`src/hw/rtl/ssms_pkg.sv`:
```
// ----------------------------------------------------------------------------
// ssms_pkg
// Shared widths, defaults and the cell operation code for the stock span core.
// ----------------------------------------------------------------------------
package ssms_pkg;

	localparam int PRICE_W     = 32;
	localparam int SPAN_W      = 11;
	localparam int MAX_LEN_DEF = 1024;

	// Operation that the controller hands to every cell of the stack row.
	typedef enum logic [1:0] {
		CELL_HOLD,
		CELL_PUSH,
		CELL_POP
	} cell_op_t;

	// Control bundle that travels from the controller to each cell.
	typedef struct packed {
		cell_op_t op;
	} cell_ctrl_t;

endpackage

```
`src/hw/rtl/ssms_cell.sv`:
```
// ----------------------------------------------------------------------------
// ssms_cell
// One entry of the shifting stack: holds a price and its position, and takes
// the entry above it on a push or the entry below it on a pop.
// ----------------------------------------------------------------------------
module ssms_cell import ssms_pkg::*; #(
	parameter int IDX_W = 10
) (
	input  logic                      clk,
	input  cell_ctrl_t                ctrl,
	input  logic signed [PRICE_W-1:0] up_value,
	input  logic [IDX_W-1:0]          up_index,
	input  logic signed [PRICE_W-1:0] dn_value,
	input  logic [IDX_W-1:0]          dn_index,
	output logic signed [PRICE_W-1:0] value,
	output logic [IDX_W-1:0]          index
);

	logic signed [PRICE_W-1:0] value_q;
	logic [IDX_W-1:0]          index_q;

	always_ff @(posedge clk) begin
		unique case (ctrl.op)
			CELL_PUSH: begin
				value_q <= up_value;
				index_q <= up_index;
			end
			CELL_POP: begin
				value_q <= dn_value;
				index_q <= dn_index;
			end
			CELL_HOLD: begin
				value_q <= value_q;
				index_q <= index_q;
			end
			default: begin
				value_q <= value_q;
				index_q <= index_q;
			end
		endcase
	end

	assign value = value_q;
	assign index = index_q;

endmodule

```
`config.mk`:
```
export PLATFORM = sky130hd
export DESIGN_NAME = ssms_cell
export DESIGN_NICKNAME = d
export VERILOG_FILES = /design/src/hw/rtl/ssms_pkg.sv /design/src/hw/rtl/ssms_cell.sv
export SDC_FILE = /design/constraint.sdc
export NUM_CORES = 1
export LEC_CHECK = 0
export ABC_AREA = 0
export BUFFER_PORTS_ARGS = -buffer_cell sky130_fd_sc_hd__clkbuf_2
export CAP_MARGIN = 10
export CORE_ASPECT_RATIO = 2
export CORE_MARGIN = 2
export CORE_UTILIZATION = 42
export CTS_CLUSTER_DIAMETER = 30
export DETAILED_ROUTE_END_ITERATION = 8
export GPL_TIMING_DRIVEN = 0
export PLACE_DENSITY = 0.82
export SLEW_MARGIN = 20
export SYNTH_ARGS = -nofsm -noshare
export SYNTH_HDL_FRONTEND = slang
export SYNTH_SLANG_ARGS = --single-unit
```
`constraint.sdc`:
```
create_clock -name clk -period 2.5 [get_ports clk]
set_clock_uncertainty 0.2 [all_clocks]
set_input_delay 0.5 -clock clk [delete_from_list [all_inputs] [get_ports clk]]
set_output_delay 0.5 -clock clk [all_outputs]
set_load 0.005 [all_outputs]
```
==> flow_metrics.env <==
export IMPL_stdcell_area_mm2=0.00281
export IMPL_place_gp_congestion=0.787
export IMPL_end_kind="register"
export IMPL_fmax_mhz=593
export IMPL_cts_tree="yes"
export IMPL_finalMaxSlewViolations=0
export IMPL_p_leak_nw=1.36
export IMPL_hold_slack_ns=0.310
export IMPL_hp_class="input pin to register"
export IMPL_syn_num_nets=180
export IMPL_dpl_hpwl_um=3290
export IMPL_drt_total_wl_um=4020
export IMPL_die_h_um=101
export IMPL_grt_pass1_vias=1239
export IMPL_seq_power_share_pct=55.5
export IMPL_die_w_um=52.7
export IMPL_synth_top_cells_by_count="42 x edfxtp_1, 40 x mux2_4, 4 x buf_12, 2 x inv_1, 2 x mux2_2"
export IMPL_synth_largest_area_cell="edfxtp_1"
export IMPL_crit_type="input pin to register"
export IMPL_synth_most_common_cell="edfxtp_1"
export IMPL_postCtsSetupBuffers=0
export IMPL_start_util_pct=43.4
export IMPL_synth_area_top_cells="edfxtp_1 63%, mux2_4 30%, buf_12 4.0%, mux2_2 1.1%, ha_1 0.63%"
export IMPL_cp_start_kind="input pin"
export IMPL_switchingPower_mw=0.362
export IMPL_area_delta_synth_final_pct=40.8
export IMPL_clkTransAtPathRegs_ns=0.07
export IMPL_synth_avg_cell_area_um2=21.7
export IMPL_worstPathRequired_ns=2.29
export IMPL_yosysUniqueCellTypes=7
export IMPL_post_cts_resized=0
export IMPL_drt_iter0_drc=23
export IMPL_p_int_mw=1.30
export IMPL_port_buffers=128
export IMPL_setup_viol=0
export IMPL_setup_slack_ns=0.814
export IMPL_layout_drive_gt1_share_pct=79.8
export IMPL_fp_coreArea_mm2=0.00460
export IMPL_cts_root_buf="clkbuf_8"
export IMPL_htree_num_levels=2
export IMPL_numCtsBuffers=5
export IMPL_place_area_mm2=0.00273
export IMPL_startpoint="ctrl[0]"
export IMPL_clock_sinks=42
export IMPL_grt_start_max_net_pins=26
export IMPL_place_inst=276
export IMPL_cts_path_max_buffers=2
export IMPL_drc=0
export IMPL_fin_setup_tns_ns=0
export IMPL_yosysSeqAreaShare_pct=63.2
export IMPL_yosysWarnings=0
export IMPL_post_place_ws_ns=0.502
export IMPL_synth_seq_cells=42
export IMPL_via_per_inst=4.61
export IMPL_synthArstFlopShare_pct=0
export IMPL_fin_util_pct=61.1
export IMPL_arrival_ns=1.47
export IMPL_row_count=35
export IMPL_nNetsFinal=316
export IMPL_drt_pass1_iterations=4
export IMPL_hold_violations=0
export IMPL_synth_edf_count=42
export IMPL_ioPinCount=129
export IMPL_power_mw=1.66
export IMPL_maxCapViolations=0
export IMPL_ant_nets=0
export IMPL_grt_pass1_wl_um=5580
export IMPL_comb_power_share_pct=20.5
export IMPL_cp_max_fo=25
export IMPL_num_vias=1306
export IMPL_power_density_mw_per_mm2=591
export IMPL_antenna_found_initial=0
export IMPL_relSlewSlack_pct=71.0
export IMPL_dieArea_mm2=0.00535
export IMPL_synthCells=92
export IMPL_ir_drop_v=0.000447
export IMPL_switching_share_pct=21.8
export IMPL_synth_top_area_share_pct=63.2
export IMPL_cts_hold_repair_buffers=0
export IMPL_period_share_pct=67.5
export IMPL_grt_setup_unrepaired="no"
export IMPL_synth_ff_type="edfxtp_1"
export IMPL_power_frac_clock_pct=24.0
export IMPL_endpoint="value[29]$_DFFE_PP_"
export IMPL_final_cells=283
export IMPL_grt_overflow=0
export IMPL_grtUsageTotal_pct=14.7
export IMPL_period_needed_ns=1.69
export IMPL_syn_area_mm2=0.00200
export IMPL_outcome="finished, final reports clean"
export IMPL_worst_pin_slew_ns=0.434
export IMPL_avgRoutedWirePerCell_um=14.2
export IMPL_n_antenna_cell=0
## layout by cell type (no fill, tap or decap)
cell type	n
buf_6	1
edfxtp_1	42
inv_1	1
inv_2	1
clkbuf_1	2
ha_1	1
mux2_4	40
buf_16	1
buf_12	4
mux2_2	2
clkbuf_2	128
clkbuf_8	5
## power by group through the flow
stage	registers (mW)	clock network, mW	logic, mW
2_1_floorplan	0.952	0	0.136
3_3_place_gp	0.935	0	0.331
3_5_place_dp	0.938	0	0.348
4_1_cts	0.922	0.412	0.349
5_1_grt	0.931	0.434	0.371
6_report	0.920	0.398	0.340
## per-layer routing
layer / vias up / wire (um) / track usage, %
li1: 626 / - / -
met1: 600 / 1340 / 13.6
met2: 71 / 2290 / 27.1
met3: 9 / 264 / 3.69
met4: 0 / 119 / 8.88
met5: - / 0 / 0
## how the worst min path moves through the flow
stage	endpoint	depth (start not counted)	start	slack, ns
after floorplan	index[0]$_DFFE_PP_	1	dn_index[0]	0.52
after global placement	value[16]$_DFFE_PP_	2	dn_value[16]	0.60
after detailed placement	index[0]$_DFFE_PP_	2	up_index[0]	0.60
after CTS	index[0]$_DFFE_PP_	2	up_index[0]	0.30
after global routing	index[0]$_DFFE_PP_	2	up_index[0]	0.30
final	index[0]$_DFFE_PP_	2	up_index[0]	0.31
## registers in the layout (all words and copies together) (netlist names)
| name | count |
|---|---|
| value | 32 |
| index | 10 |
## logic make-up (layout without fill, tap and decap cells)
group                      Yosys count  in the layout  share of synthesized area, %
buffers and inverters                7            143                          4.95
DFF                                 42             42                          63.2
adders and majority gates            1              1                         0.627
muxes                               42             42                          31.2
## critical path, cell delays in order
cell	delay (ns)
clkbuf_2	0.08
inv_1	0.03
ha_1	0.29
inv_2	0.33
buf_16	0.23
## cell type report
class	instances	area [um^2]
flip-flops and latches	42	1260
clock buffers	7	76.3
repair buffers	129	668
inverters	2	7.51
plain buffers	5	91.3
well taps	55	68.8
multi-input cells	43	636
fillers	376	1790
Power figures use the tool's default switching activity.
